==> src/pvd_pkg.sv <==
// ----------------------------------------------------------------------------
// pvd_pkg: shared types and tables for the prefix varint decoder
// Holds the decoder state record, the result record, status codes and the
// per-format length and mask tables.
// ----------------------------------------------------------------------------
`default_nettype none

package pvd_pkg;

  localparam int unsigned VALUE_W     = 64;
  localparam int unsigned LEN_W       = 4;
  localparam int unsigned STATUS_W    = 2;
  localparam int unsigned CLASS_W     = 3;
  localparam int unsigned IN_TDATA_W  = 8;
  localparam int unsigned OUT_TDATA_W = 72;  // value + length_bytes, padded to bytes
  localparam int unsigned OUT_TUSER_W = STATUS_W;

  // status codes
  localparam logic [STATUS_W-1:0] STATUS_OK          = 2'd0;
  localparam logic [STATUS_W-1:0] STATUS_UNSUPPORTED = 2'd1;
  localparam logic [STATUS_W-1:0] STATUS_TRUNCATED   = 2'd2;

  // format classes chosen by the leading byte
  localparam logic [CLASS_W-1:0] CLS_2B   = 3'd0;
  localparam logic [CLASS_W-1:0] CLS_3B   = 3'd1;
  localparam logic [CLASS_W-1:0] CLS_4B   = 3'd2;
  localparam logic [CLASS_W-1:0] CLS_5B   = 3'd3;
  localparam logic [CLASS_W-1:0] CLS_8B   = 3'd4;
  localparam logic [CLASS_W-1:0] CLS_F8   = 3'd5;
  localparam logic [CLASS_W-1:0] CLS_F9   = 3'd6;
  localparam logic [CLASS_W-1:0] CLS_BAD  = 3'd7;

  // decoder state carried between bytes
  typedef struct packed {
    logic [VALUE_W-1:0] acc;
    logic [LEN_W-1:0]   rem;
    logic [CLASS_W-1:0] cls;
    logic [LEN_W-1:0]   taken;
  } state_t;

  // one decoded result
  typedef struct packed {
    logic [VALUE_W-1:0]  value;
    logic [STATUS_W-1:0] status;
    logic [LEN_W-1:0]    len;
  } result_t;

  // format class of a leading byte with the top bit set
  function automatic logic [CLASS_W-1:0] classify(input logic [7:0] b);
    logic [CLASS_W-1:0] c;
    if (b <= 8'hBF)      c = CLS_2B;
    else if (b <= 8'hDF) c = CLS_3B;
    else if (b <= 8'hE7) c = CLS_4B;
    else if (b <= 8'hEF) c = CLS_5B;
    else if (b <= 8'hF7) c = CLS_8B;
    else if (b == 8'hF8) c = CLS_F8;
    else if (b == 8'hF9) c = CLS_F9;
    else                 c = CLS_BAD;
    return c;
  endfunction

  // total byte count of a format
  function automatic logic [LEN_W-1:0] class_length(input logic [CLASS_W-1:0] c);
    logic [LEN_W-1:0] n;
    unique case (c)
      CLS_2B:  n = 4'd2;
      CLS_3B:  n = 4'd3;
      CLS_4B:  n = 4'd4;
      CLS_5B:  n = 4'd5;
      CLS_8B:  n = 4'd8;
      CLS_F8:  n = 4'd6;
      CLS_F9:  n = 4'd9;
      default: n = 4'd0;
    endcase
    return n;
  endfunction

  // bits kept by a format
  function automatic logic [VALUE_W-1:0] class_mask(input logic [CLASS_W-1:0] c);
    logic [VALUE_W-1:0] m;
    unique case (c)
      CLS_2B:  m = 64'h0000_0000_0000_3FFF;
      CLS_3B:  m = 64'h0000_0000_001F_FFFF;
      CLS_4B:  m = 64'h0000_0000_07FF_FFFF;
      CLS_5B:  m = 64'h0000_0007_FFFF_FFFF;
      CLS_8B:  m = 64'h07FF_FFFF_FFFF_FFFF;
      CLS_F8:  m = 64'h0000_00FF_FFFF_FFFF;
      CLS_F9:  m = 64'hFFFF_FFFF_FFFF_FFFF;
      default: m = 64'h0;
    endcase
    return m;
  endfunction

endpackage

`default_nettype wire

==> src/pvd_step.sv <==
// ----------------------------------------------------------------------------
// pvd_step: one-byte decode step
// Combinational next-state and result logic for a single input byte.
// ----------------------------------------------------------------------------
`default_nettype none

module pvd_step (
  input  wire pvd_pkg::state_t  st,
  input  wire logic [7:0]       data_byte,
  input  wire logic             buffer_end,
  output pvd_pkg::state_t       st_nxt,
  output logic                  emit,
  output pvd_pkg::result_t      res
);

  pvd_pkg::state_t            idle_st;
  logic [pvd_pkg::CLASS_W-1:0] cls;
  logic [pvd_pkg::VALUE_W-1:0] acc_sh;
  logic [pvd_pkg::LEN_W-1:0]   taken_inc;
  logic [pvd_pkg::LEN_W-1:0]   rem_dec;

  assign idle_st   = '0;
  assign cls       = pvd_pkg::classify(data_byte);
  assign acc_sh    = {st.acc[pvd_pkg::VALUE_W-9:0], data_byte};
  assign taken_inc = st.taken + 4'd1;
  assign rem_dec   = st.rem - 4'd1;

  // decode one byte
  always_comb begin
    st_nxt     = idle_st;
    emit       = 1'b0;
    res.value  = '0;
    res.status = pvd_pkg::STATUS_OK;
    res.len    = 4'd1;
    if (st.rem == 4'd0) begin
      // leading byte
      if (!data_byte[7]) begin
        emit      = 1'b1;
        res.value = {56'd0, data_byte};
      end else if (cls == pvd_pkg::CLS_BAD) begin
        emit       = 1'b1;
        res.status = pvd_pkg::STATUS_UNSUPPORTED;
      end else if (buffer_end) begin
        emit       = 1'b1;
        res.status = pvd_pkg::STATUS_TRUNCATED;
      end else begin
        st_nxt.acc   = {56'd0, data_byte};
        st_nxt.cls   = cls;
        st_nxt.taken = 4'd1;
        st_nxt.rem   = pvd_pkg::class_length(cls) - 4'd1;
      end
    end else begin
      // continuation byte
      res.len = taken_inc;
      if (rem_dec == 4'd0) begin
        emit      = 1'b1;
        res.value = acc_sh & pvd_pkg::class_mask(st.cls);
      end else if (buffer_end) begin
        emit       = 1'b1;
        res.status = pvd_pkg::STATUS_TRUNCATED;
      end else begin
        st_nxt.acc   = acc_sh;
        st_nxt.cls   = st.cls;
        st_nxt.taken = taken_inc;
        st_nxt.rem   = rem_dec;
      end
    end
  end

endmodule

`default_nettype wire

==> src/prefix_varint_decoder_core.sv <==
// ----------------------------------------------------------------------------
// prefix_varint_decoder_core: prefix-length varint stream decoder
// Takes one encoded byte per item and returns one decoded value per
// complete, unsupported or truncated integer.
// ----------------------------------------------------------------------------
// The decoder accepts one byte every cycle for as long as the result side
// keeps up. A byte is captured in an input register, decoded by a single
// step of combinational logic while it sits there, and a finished result
// sits in an output register. The input register also serves as the
// skid stage, so a byte can still be taken while a result waits; when the
// result side stalls with a result waiting, bytes that do not close a value
// keep flowing, and the input side stalls once a byte that closes a value
// sits in the input register. Only the closing byte of a value (or an
// unsupported leading byte, or a byte that ends the buffer before a value
// is complete) produces a result.
`default_nettype none

module prefix_varint_decoder_core (
  input  wire logic                             clk,
  input  wire logic                             rst_n,
  // input stream
  input  wire logic                             in_tvalid,
  output logic                                  in_tready,
  input  wire logic [pvd_pkg::IN_TDATA_W-1:0]   in_tdata,   // [7:0] data_byte
  input  wire logic                             in_tlast,   // buffer_end
  // result stream
  output logic                                  out_tvalid,
  input  wire logic                             out_tready,
  output logic [pvd_pkg::OUT_TDATA_W-1:0]       out_tdata,  // [63:0] value, [67:64] length_bytes
  output logic [pvd_pkg::OUT_TUSER_W-1:0]       out_tuser   // [1:0] status
);

  logic             in_vld_r;
  logic [7:0]       in_byte_r;
  logic             in_last_r;
  pvd_pkg::state_t  st_r;
  pvd_pkg::state_t  st_nxt;
  logic             emit;
  pvd_pkg::result_t res;
  logic             out_vld_r;
  pvd_pkg::result_t out_r;
  logic             proc;

  // decode step
  pvd_step u_step (
    .st         (st_r),
    .data_byte  (in_byte_r),
    .buffer_end (in_last_r),
    .st_nxt     (st_nxt),
    .emit       (emit),
    .res        (res)
  );

  // a byte moves on unless its result would hit a full, stalled output
  assign proc      = in_vld_r && (!emit || !out_vld_r || out_tready);
  assign in_tready = !in_vld_r || proc;

  // input register
  always_ff @(posedge clk) begin
    if (!rst_n) begin
      in_vld_r <= 1'b0;
    end else if (in_tready) begin
      in_vld_r <= in_tvalid;
    end
    if (in_tvalid && in_tready) begin
      in_byte_r <= in_tdata[7:0];
      in_last_r <= in_tlast;
    end
  end

  // decoder state
  always_ff @(posedge clk) begin
    if (!rst_n) begin
      st_r <= '0;
    end else if (proc) begin
      st_r <= st_nxt;
    end
  end

  // result register
  always_ff @(posedge clk) begin
    if (!rst_n) begin
      out_vld_r <= 1'b0;
    end else if (proc && emit) begin
      out_vld_r <= 1'b1;
    end else if (out_tready) begin
      out_vld_r <= 1'b0;
    end
    if (proc && emit) begin
      out_r <= res;
    end
  end

  assign out_tvalid = out_vld_r;
  assign out_tdata  = {4'd0, out_r.len, out_r.value};
  assign out_tuser  = out_r.status;

  // checks
  a_rem_range: assert property (@(posedge clk) disable iff (!rst_n)
    st_r.rem <= 4'd8)
    else $error("bytes remaining out of range");

  a_len_range: assert property (@(posedge clk) disable iff (!rst_n)
    out_vld_r |-> (out_r.len >= 4'd1 && out_r.len <= 4'd9))
    else $error("length_bytes out of range");

  a_err_zero: assert property (@(posedge clk) disable iff (!rst_n)
    (out_vld_r && out_r.status != pvd_pkg::STATUS_OK) |-> out_r.value == '0)
    else $error("error result carries a nonzero value");

  a_status_code: assert property (@(posedge clk) disable iff (!rst_n)
    out_vld_r |-> (out_r.status == pvd_pkg::STATUS_OK ||
                   out_r.status == pvd_pkg::STATUS_UNSUPPORTED ||
                   out_r.status == pvd_pkg::STATUS_TRUNCATED))
    else $error("bad status code");

  a_unsup_len: assert property (@(posedge clk) disable iff (!rst_n)
    (out_vld_r && out_r.status == pvd_pkg::STATUS_UNSUPPORTED) |-> out_r.len == 4'd1)
    else $error("unsupported result with length other than one");

endmodule

`default_nettype wire

==> config.mk <==
export PLATFORM = sky130hd
export DESIGN_NAME = prefix_varint_decoder_core
export DESIGN_NICKNAME = d
export VERILOG_FILES = /design/src/pvd_pkg.sv /design/src/pvd_step.sv /design/src/prefix_varint_decoder_core.sv
export SDC_FILE = /design/constraint.sdc
export NUM_CORES = 1
export LEC_CHECK = 0
export ABC_AREA = 1
export BUFFER_PORTS_ARGS = -buffer_cell sky130_fd_sc_hd__buf_2
export CAP_MARGIN = 20
export CORE_MARGIN = 2
export CORE_UTILIZATION = 49
export CTS_CLUSTER_DIAMETER = 40
export DETAILED_ROUTE_END_ITERATION = 7
export PLACE_DENSITY = 0.73
export SYNTH_ARGS = -nofsm -noshare
export SYNTH_HDL_FRONTEND = slang
export SYNTH_SLANG_ARGS = --single-unit
==> constraint.sdc <==
create_clock -name clk -period 3.55 [get_ports clk]
set_clock_uncertainty 0.1 [all_clocks]
set_input_delay 0.1775 -clock clk [delete_from_list [all_inputs] [get_ports clk]]
set_output_delay 0.1775 -clock clk [all_outputs]
set_load 0.03 [all_outputs]
Word level (Yosys, flattened, before mapping)
Cells that the tools add are included.
{"block": "totals", "ff_bits": 148, "inputBits": 13, "output_inout_bits": 76, "elab_cells": 86}
{"block": "classes", "add_sub_neg": 3, "n_lt_le_gt_ge": 5, "eq_ne": 15, "muxes": 35, "n_bitwise": 1, "n_reduce_logical": 16}
{"op": "$pmux W64 S7", "n": 1}
{"op": "$mux W67", "n": 4}
{"op": "$mux W64", "n": 3}
{"op": "$mux W66", "n": 1}
{"op": "$and A64 B64 Y64", "n": 1}
{"op": "$le A8 B8 Y1 const B", "n": 5}
{"op": "$mux W19", "n": 2}
{"op": "$pmux W4 S7", "n": 1}
{"op": "$eq A3 B3 Y1 const B", "n": 7}
{"op": "$mux W3", "n": 6}
{"op": "$eq A8 B8 Y1 const B", "n": 2}
{"op": "$mux W4", "n": 4}
{"op": "$eq A3 B2 Y1 const B", "n": 4}
{"op": "$logic_not A4 Y1", "n": 2}
{"op": "$mux W1", "n": 8}
{"op": "$mux W2", "n": 4}
{"op": "$sub A4 B1 Y4 const B", "n": 2}
{"op": "$mux W7", "n": 1}
{"op": "$eq A3 B1 Y1 const B", "n": 2}
{"op": "$logic_not A3 Y1", "n": 2}
{"op": "$add A4 B1 Y4 const B", "n": 1}
{"op": "$logic_and A1 B1 Y1", "n": 3}
{"op": "$logic_not A1 Y1", "n": 3}
{"op": "$logic_or A1 B1 Y1", "n": 3}
{"op": "other kinds (3)", "n": 3}

Logic depth before layout (Yosys ltp)
Gate-level depths: netlist of the first run.
{"block": "logic_depth", "ltp_word": 19, "mapped_depth": 15, "depth_no_buf": 14}

Modules after synthesis
A second synthesis of the first run with hierarchy kept.
{"block": "unflattened", "cells_unflattened": 905, "hier_area_um2": 7270.7}
{"mod": "prefix_varint_decoder_core", "n_inst": 1, "cells_per_inst": 591, "area_each_um2": 5815.6, "seq_area_each_um2": 3913.8}
{"mod": "pvd_step", "n_inst": 1, "cells_per_inst": 314, "area_each_um2": 1455.1, "seq_area_each_um2": 0.0}

Worst setup path before layout of the first run
No wires, ideal clock.
{"block": "synth_timing", "path_kind": "register to register", "startpoint": "register st_r[7] (netlist name)", "endpoint": "register out_r, in the netlist out_tdata[0], enable pin", "setup_ns": 0.424, "t_arrival_ns": 2.983, "t_required_ns": 3.026, "path_slack_ns": 0.043, "path_stages_with_launch": 16, "n_path_buf": 2, "synth_period_minus_slack_ns": 3.507, "path_cell_list": "dfxtp_1 -> inv_2 -> ha_1 -> inv_1 -> nand2_1 -> nand2_1 -> nor2_1 -> nand2_2 -> nand3_2 -> nand3_4 -> nand2_4 -> inv_4 -> buf_6 -> buf_8 -> o21ai_2 -> inv_1"}
{"block": "synth_via", "elab_chain_len": 9, "elab_cells_between_ends": 10, "cone_classes": "1 x add/sub; 2 x mux; 7 x reduce/logical"}
{"element": "from (decl)", "line_no": "prefix_varint_decoder_core.sv:36", "text": "pvd_pkg::state_t st_r;"}
{"element": "from (signal assigned)", "line_no": "prefix_varint_decoder_core.sv:76", "text": "st_r <= st_nxt;"}
{"element": "$sub A4 B1 Y4", "line_no": "pvd_step.sv:26", "text": "assign rem_dec = st.rem - 4'd1;"}
{"element": "$logic_not A4 Y1", "line_no": "pvd_step.sv:55", "text": "if (rem_dec == 4'd0) begin"}
{"element": "$mux W1", "line_no": "pvd_step.sv:55"}
{"element": "$mux W1 *", "line_no": "pvd_step.sv:35", "text": "if (st.rem == 4'd0) begin"}
{"element": "$logic_not A1 Y1", "line_no": "prefix_varint_decoder_core.sv:55", "text": "assign proc = in_vld_r && (!emit || !out_vld_r || out_tready);"}
{"element": "$logic_or A1 B1 Y1 (2 in series)", "line_no": "prefix_varint_decoder_core.sv:55"}
{"element": "$logic_and A1 B1 Y1", "line_no": "prefix_varint_decoder_core.sv:55"}
{"element": "$logic_and A1 B1 Y1 *", "line_no": "prefix_varint_decoder_core.sv:89", "text": "if (proc && emit) begin"}
{"element": "to (signal assigned)", "line_no": "prefix_varint_decoder_core.sv:90", "text": "out_r <= res;"}
{"element": "to (decl)", "line_no": "prefix_varint_decoder_core.sv:41", "text": "pvd_pkg::result_t out_r;"}
Mark *: on every way between the ends. The rest lies on a longest branch, timed or not.
A chain may end at the register's enable or synchronous reset.

Worst setup path after layout of the first run
{"block": "layout_timing", "startpoint": "register st_r[7] (netlist name)", "endpoint": "register st_r[44] (netlist name)"}
{"block": "layout_via", "elab_chain_len": 8, "elab_cells_between_ends": 11, "cone_classes": "1 x add/sub; 4 x mux; 6 x reduce/logical"}
{"element": "$sub A4 B1 Y4", "line_no": "pvd_step.sv:26"}
{"element": "$logic_not A4 Y1", "line_no": "pvd_step.sv:55"}
{"element": "$mux W1", "line_no": "pvd_step.sv:55"}
{"element": "$mux W1", "line_no": "pvd_step.sv:35"}
{"element": "$logic_not A1 Y1", "line_no": "prefix_varint_decoder_core.sv:55"}
{"element": "$logic_or A1 B1 Y1 (2 in series)", "line_no": "prefix_varint_decoder_core.sv:55"}
{"element": "$logic_and A1 B1 Y1", "line_no": "prefix_varint_decoder_core.sv:55"}
Parallel ways exist; a longest one is shown, timed or not.

==> run_results.csv, run 1 <==
group,metric,value,unit
run_status,outcome,"complete, no violations",
drt,drt_iter0_drc,314,
grt,track_usage,19.3,%
floorplan,rows,41,
min_path,min_from,"out_tready",
setup_path,cp.arrival,2.99,ns
grt,grt_pass1_vias,4558,
finish,design_area,7570,µm²
drt,drt_pass1_iterations,4,
floorplan,die_h,118,µm
grt,grt_max_degree,57,
floorplan,core-area,12600,µm²
drt,drt-met1-wl,5840,µm
floorplan,die_width,118,µm
sta,final_max_slew_viol_count,0,
synth,synth_top_area_share,37.5,%
synth,synth_ff_type,"edfxtp_1",
sta,setup_ws,0.775,ns
pwr,ir_worst_vdd,0.000324,V
setup_path,worstRegToRegCells,15,
synth,syn_avg_cell_area,8.68,µm²
drt,wl_met3,700,µm
clock_network,cts_sinks,148,
sta,post-route-period-util,78.2,%
synth,ys_seq_elements,148,
synth,yosysWarningCount,0,
sta,min_period,2.77,ns
clock_network,cts_buffer_depth,2,
grt,grt_pass1_wl,21400,µm
pwr,total_power,0.00427,W
synth,syn_area,6330,µm²
clock_network,clk_pin_slew_worst_paths,0.06,ns
placement,place_area,6850,µm²
placement,pre_cts_ws,0.856,ns
floorplan,io_pins,89,
grt,gr-total-overflow,0,
setup_path,cp.required,3.77,ns
synth,yosys.area.top_type,"edfxtp_1",
clock_network,htree_levels,4,
setup_path,worstPathMaxFanout,56,
drt,wl,12900,µm
clock_network,cts_resized,0,
placement,port_buffers,84,
sta,finalSetupTns,0,ns
finish,utilization,60.0,%
synth,synth-edff-count,79,
sta,rsz0062_at_grt,"no",
synth,async_reset_ff_share,0,%
clock_network,cts_hold_buf,10,
clock_network,insertion_delay,0.42,ns
sta,max_freq,360,MHz
finish,drive_gt1_share,19.0,%
synth,yosys-top-cells-area,"edfxtp_1 (37%), dfxtp_1 (22%), nand2_1 (13%)",
grt,antenna_found_initial,0,
setup_path,cp-startpoint,"st_r[7]",
floorplan,die-area,13800,µm²
clock_network,numCtsBuffers,17,
sta,tightest_slew,0.996,ns
min_path,hold_path.class,"in2reg",
setup_path,rrSetupSlack,0.78,ns
drt,drt.antenna.violating_nets,0,
floorplan,start_util,50.2,%
finish,nNetsFinal,832,
placement,place_congestion,0.902,
drt,post_drt_wl_per_cell,12.9,µm
setup_path,r2r-start,"st_r[7]",
sta,setup_viol,0,
drt,viasPerCell,4.95,
drt,post-route-drc-count,0,
placement,dp_hpwl,8280,µm
synth,ys_seq_area_share,59.3,%
finish,area_growth,19.6,%
drt,dr.max_layer_used,"met4",
clock_network,postCtsSetupBuffers,0,
sta,relSlewSlack,33.4,%
setup_path,cp-start-kind,"flip-flop",
setup_path,r2r_end,"st_r[44]",
setup_path,endpoint_kind,"flip-flop",
sta,finalHoldViolations,0,
setup_path,crit_path_end,"st_r[44]",
drt,routed-wl-met2,6160,µm
synth,synthDistinctLibCells,35,
finish,insertedDiodeCount,0,
synth,synth_cells,729,
pwr,p_per_area,564,nW/µm²
run,cap_violations,0,
setup_path,crit_type,"reg2reg",
pwr,cellLeakagePower,3.07,nW
drt,num_vias,4949,
clock_network,cts_tree,"done",
clock_network,cts_root_buf,"clkbuf_16",
-- layout by cell type, fill, tap and decap left out, types with 5 or more instances in the layout --
cell type / n
nor3_1: 6
edfxtp_1: 79
nand4_1: 7
nor2_1: 157
dfxtp_1: 69
nand2_1: 226
buf_2: 84
nor3b_1: 18
nor2_2: 20
clkbuf_16: 17
clkinv_2: 5
dlygate4sd3_1: 10
a21oi_1: 11
nand3_1: 16
inv_1: 40
o21ai_0: 16
-- worst max-delay path, stage by stage, from the launching register on --
cell and delay (ns):
dfxtp_1 0.37, inv_2 0.08, ha_1 0.21, inv_1 0.05, nand2_1 0.06, nand2_1 0.09
nor2_1 0.06, nand2_2 0.10, nand3_2 0.25, nand3_4 0.21, nand2_4 0.17, inv_4 0.12
buf_4 0.51, nand2_1 0.10, nand2_1 0.11, nor2_1 0.04
-- metal layers --
metal / track usage (%) / vias to the layer above
li1: - / 2475
met1: 25.0 / 2313
met2: 30.7 / 141
met3: 5.43 / 20
met4: 7.53 / 0
met5: 0 / -
-- metrics by stage --
step                hold WS [ns]  std cells
finish                    0.0997       1000
global route               0.130       1000
CTS                       0.0830        999
detailed placement         0.256        957
global placement           0.254        957
floorplan                  0.176        732
-- how the worst min path moves through the flow --
| stage | endpoint | cells after the start |
|---|---|---|
| after floorplan | in_byte_r[0] | 0 |
| after global placement | in_byte_r[3] | 1 |
| after detailed placement | in_byte_r[6] | 1 |
| after CTS | in_vld_r | 4 |
| after global routing | in_vld_r | 4 |
| final | in_vld_r | 4 |
-- synth_stat cells (2+ instances only) --
cell / instances
nor2_1: 157
ha_1: 4
nor3_1: 6
nor2_2: 20
buf_4: 4
edfxtp_1: 79
dfxtp_1: 69
nor3b_1: 18
nand3_2: 2
a21oi_1: 11
buf_8: 2
nand2_1: 227
o21ai_1: 3
buf_1: 6
nand4_1: 7
buf_2: 9
xor2_1: 2
nand3_1: 16
nand3_4: 2
inv_1: 41
o21ai_0: 16
inv_2: 3
clkbuf_1: 13
-- flip-flops by register name, indices dropped and copies added (netlist names) --
name / count
in_byte_r: 8
out_tdata: 68
out_tuser: 2
in_vld_r: 1
in_last_r: 1
st_r: 67
out_tvalid: 1
-- area by class of cell --
class | instances | area, µm²
timing repair buffer | 100 | 594
multi-input combinational | 503 | 2230
clock inverter | 9 | 124
fill | 1132 | 5050
sequential | 148 | 3750
tap | 172 | 215
clock buffer | 23 | 488
inverter | 45 | 171
-- kinds of logic after synthesis --
kind of cell	Yosys count	synth area share, %
and+or+nand+nor	460	31.1
xor gates and xnor gates	2	0.277
other	1	0.0592
DFF	148	59.3
adders and majority gates	4	0.791
AOI/OAI and AO/OA	33	2.77
buffers and inverters	81	5.75
-- power breakdown --
group	internal (W)	total, W	switching, W	leakage [nW]
Clock	0.00118	0.00184	0.000660	0.307
Sequential	0.00190	0.00196	0.0000583	1.31
Combinational	0.000137	0.000476	0.000339	1.46
Total	0.00321	0.00427	0.00106	3.07
(Power assumes the default switching activity.)
==> run 2, diff against run 1 <==
--- a/config.mk
+++ b/config.mk
@@ -12,7 +12,7 @@
 export CORE_UTILIZATION = 49
 export CTS_CLUSTER_DIAMETER = 40
 export DETAILED_ROUTE_END_ITERATION = 7
-export PLACE_DENSITY = 0.73
+export PLACE_DENSITY = 0.7
 export SYNTH_ARGS = -nofsm -noshare
 export SYNTH_HDL_FRONTEND = slang
 export SYNTH_SLANG_ARGS = --single-unit
==> constraint.sdc (replaced) <==
create_clock -name clk -period 2.75 [get_ports clk]
set_clock_uncertainty 0.1 [all_clocks]
set_input_delay 0.1375 -clock clk [delete_from_list [all_inputs] [get_ports clk]]
set_output_delay 0.1375 -clock clk [all_outputs]
set_load 0.03 [all_outputs]
==> run 2 against run 1 <==
Cell count up 0.50%; worst hold slack worse by 0.027 ns; sequential share of layout area down 0.36 points; highest routed layer unchanged; non-clock buffer count up 5; core utilization up 0.48 points; via count down 0.34%; critical endpoint is now out_tdata[22].
==> run_results.csv, run 2 (synthesized netlist as in run 1, its figures left out) <==
group,metric,value,unit
run_status,outcome,"complete, no violations",
placement,place_congestion,0.916,
pwr,seq_power_share,47.0,%
sta,finalHoldViolations,0,
setup_path,cp-start-kind,"flip-flop",
drt,post-route-drc-count,0,
pwr,total_power,0.00539,W
drt,drt.antenna.violating_nets,0,
clock_network,clk_pin_slew_worst_paths,0.06,ns
setup_path,r2r_end,"out_tdata[22]",
sta,relSlewSlack,58.7,%
sta,tightest_slew,0.620,ns
setup_path,r2r-start,"st_r[8]",
sta,finalSetupTns,0,ns
sta,final_max_slew_viol_count,0,
floorplan,die-area,13800,µm²
finish,area_growth,20.6,%
floorplan,io_pins,89,
grt,grt_pass1_vias,4624,
pwr,switchingPower,0.00134,W
setup_path,crit_type,"reg2reg",
clock_network,postCtsSetupBuffers,0,
finish,nNetsFinal,837,
sta,rsz0062_at_grt,"no",
sta,post-route-period-util,87.0,%
grt,track_usage,19.3,%
grt,grt_pass1_wl,21600,µm
setup_path,cp.required,2.73,ns
sta,setup_viol,0,
finish,utilization,60.5,%
pwr,ir_worst_vdd,0.000413,V
min_path,min_from,"out_tready",
setup_path,rrSetupSlack,0.36,ns
finish,drive_gt1_share,19.3,%
sta,max_freq,418,MHz
placement,dp_hpwl,8430,µm
pwr,p_per_area,706,nW/µm²
min_path,hold_depth,4,
clock_network,htree_levels,4,
floorplan,die_width,118,µm
setup_path,worstRegToRegCells,11,
clock_network,cts_buffer_depth,2,
drt,num_vias,4932,
grt,gr-total-overflow,0,
drt,post_drt_wl_per_cell,12.7,µm
drt,viasPerCell,4.91,
grt,antenna_found_initial,0,
drt,wl,12800,µm
min_path,hold_path.class,"in2reg",
floorplan,core-area,12600,µm²
min_path,min_to,"in_vld_r",
clock_network,insertion_delay,0.42,ns
finish,largest_reg_flops,68,
pwr,cellLeakagePower,3.07,nW
finish,mostFrequentLayoutCells,"nand2_1 (226), nor2_1 (157), buf_2 (84)",
pwr,power_frac_comb,11.7,%
finish,final_common_cell,"nand2_1",
grt,grt_max_degree,98,
floorplan,die_h,118,µm
setup_path,worstPathMaxFanout,28,
setup_path,cp.arrival,2.37,ns
floorplan,start_util,50.2,%
drt,drt_iter0_drc,321,
clock_network,cts_tree,"done",
placement,port_buffers,84,
floorplan,rows,41,
sta,min_period,2.39,ns
clock_network,cts_root_buf,"clkbuf_16",
pwr,clkPwrFrac,41.3,%
clock_network,numCtsBuffers,17,
pwr,power_switching_share,24.9,%
pwr,internal_power,0.00405,W
run,cap_violations,0,
setup_path,endpoint_kind,"flip-flop",
drt,drt_pass1_iterations,5,
finish,insertedDiodeCount,0,
clock_network,cts_sinks,148,
## run 2: worst max-delay path by stage
stage                     startpoint             to  slack, ns  cells past startpoint
after floorplan              st_r[8]   out_tdata[0]      -0.30                     15
after global placement       st_r[8]   out_tdata[6]       0.47                     11
after detailed placement     st_r[8]   out_tdata[6]       0.37                     11
after CTS                    st_r[8]  out_tdata[22]       0.35                     11
after global routing         st_r[7]  out_tdata[22]       0.21                     14
final                        st_r[8]  out_tdata[22]       0.36                     11
## run 2: what timing repair did
item                      CTS  global route
hold endpoints to repair   10             0
hold buffers               10             0
resized for setup           0             0
## run 2: critical path, stage by stage (launching register included)
cell	delay [ns]
dfxtp_2	0.32
inv_2	0.10
ha_1	0.20
nand3_4	0.16
nor2_2	0.22
nand3_4	0.14
nand3_4	0.14
nand2_4	0.06
inv_4	0.10
o21ai_4	0.06
clkinvlp_4	0.09
buf_4	0.35
## run 2: final cells by class
type                       instances  area, µm²
clock buffer                      26        489
clock inverter                     6       80.1
fill                            1118       4990
inverter                          45        178
multi-input combinational        503       2260
sequential                       148       3760
tap                              172        215
timing repair buffer             105        653
## run 2: power by group through the flow
stage | combinational [W] | clock, W | sequential [W]
after detailed placement | 0.000618 | 0 | 0.00258
after global routing | 0.000702 | 0.00235 | 0.00255
after global placement | 0.000607 | 0 | 0.00257
final | 0.000631 | 0.00223 | 0.00253
after floorplan | 0.000373 | 0 | 0.00267
after CTS | 0.000633 | 0.00226 | 0.00253
## run 2: through the flow
step,hold WS (ns),instances,instance area [µm²],setup WS [ns]
final,0.0727,1005,7630,0.357
after global routing,0.101,1005,7630,0.210
after global placement,0.214,963,6960,0.470
after CTS,0.0526,1005,7630,0.347
after floorplan,0.136,732,6390,-0.302
after detailed placement,0.216,963,6960,0.365
## run 2: metal layers
layer,global-route usage [%],part of all wire [%]
met3,5.14,5.0
met1,24.7,45
met2,31.5,48
met5,0,0
met4,7.45,1.6
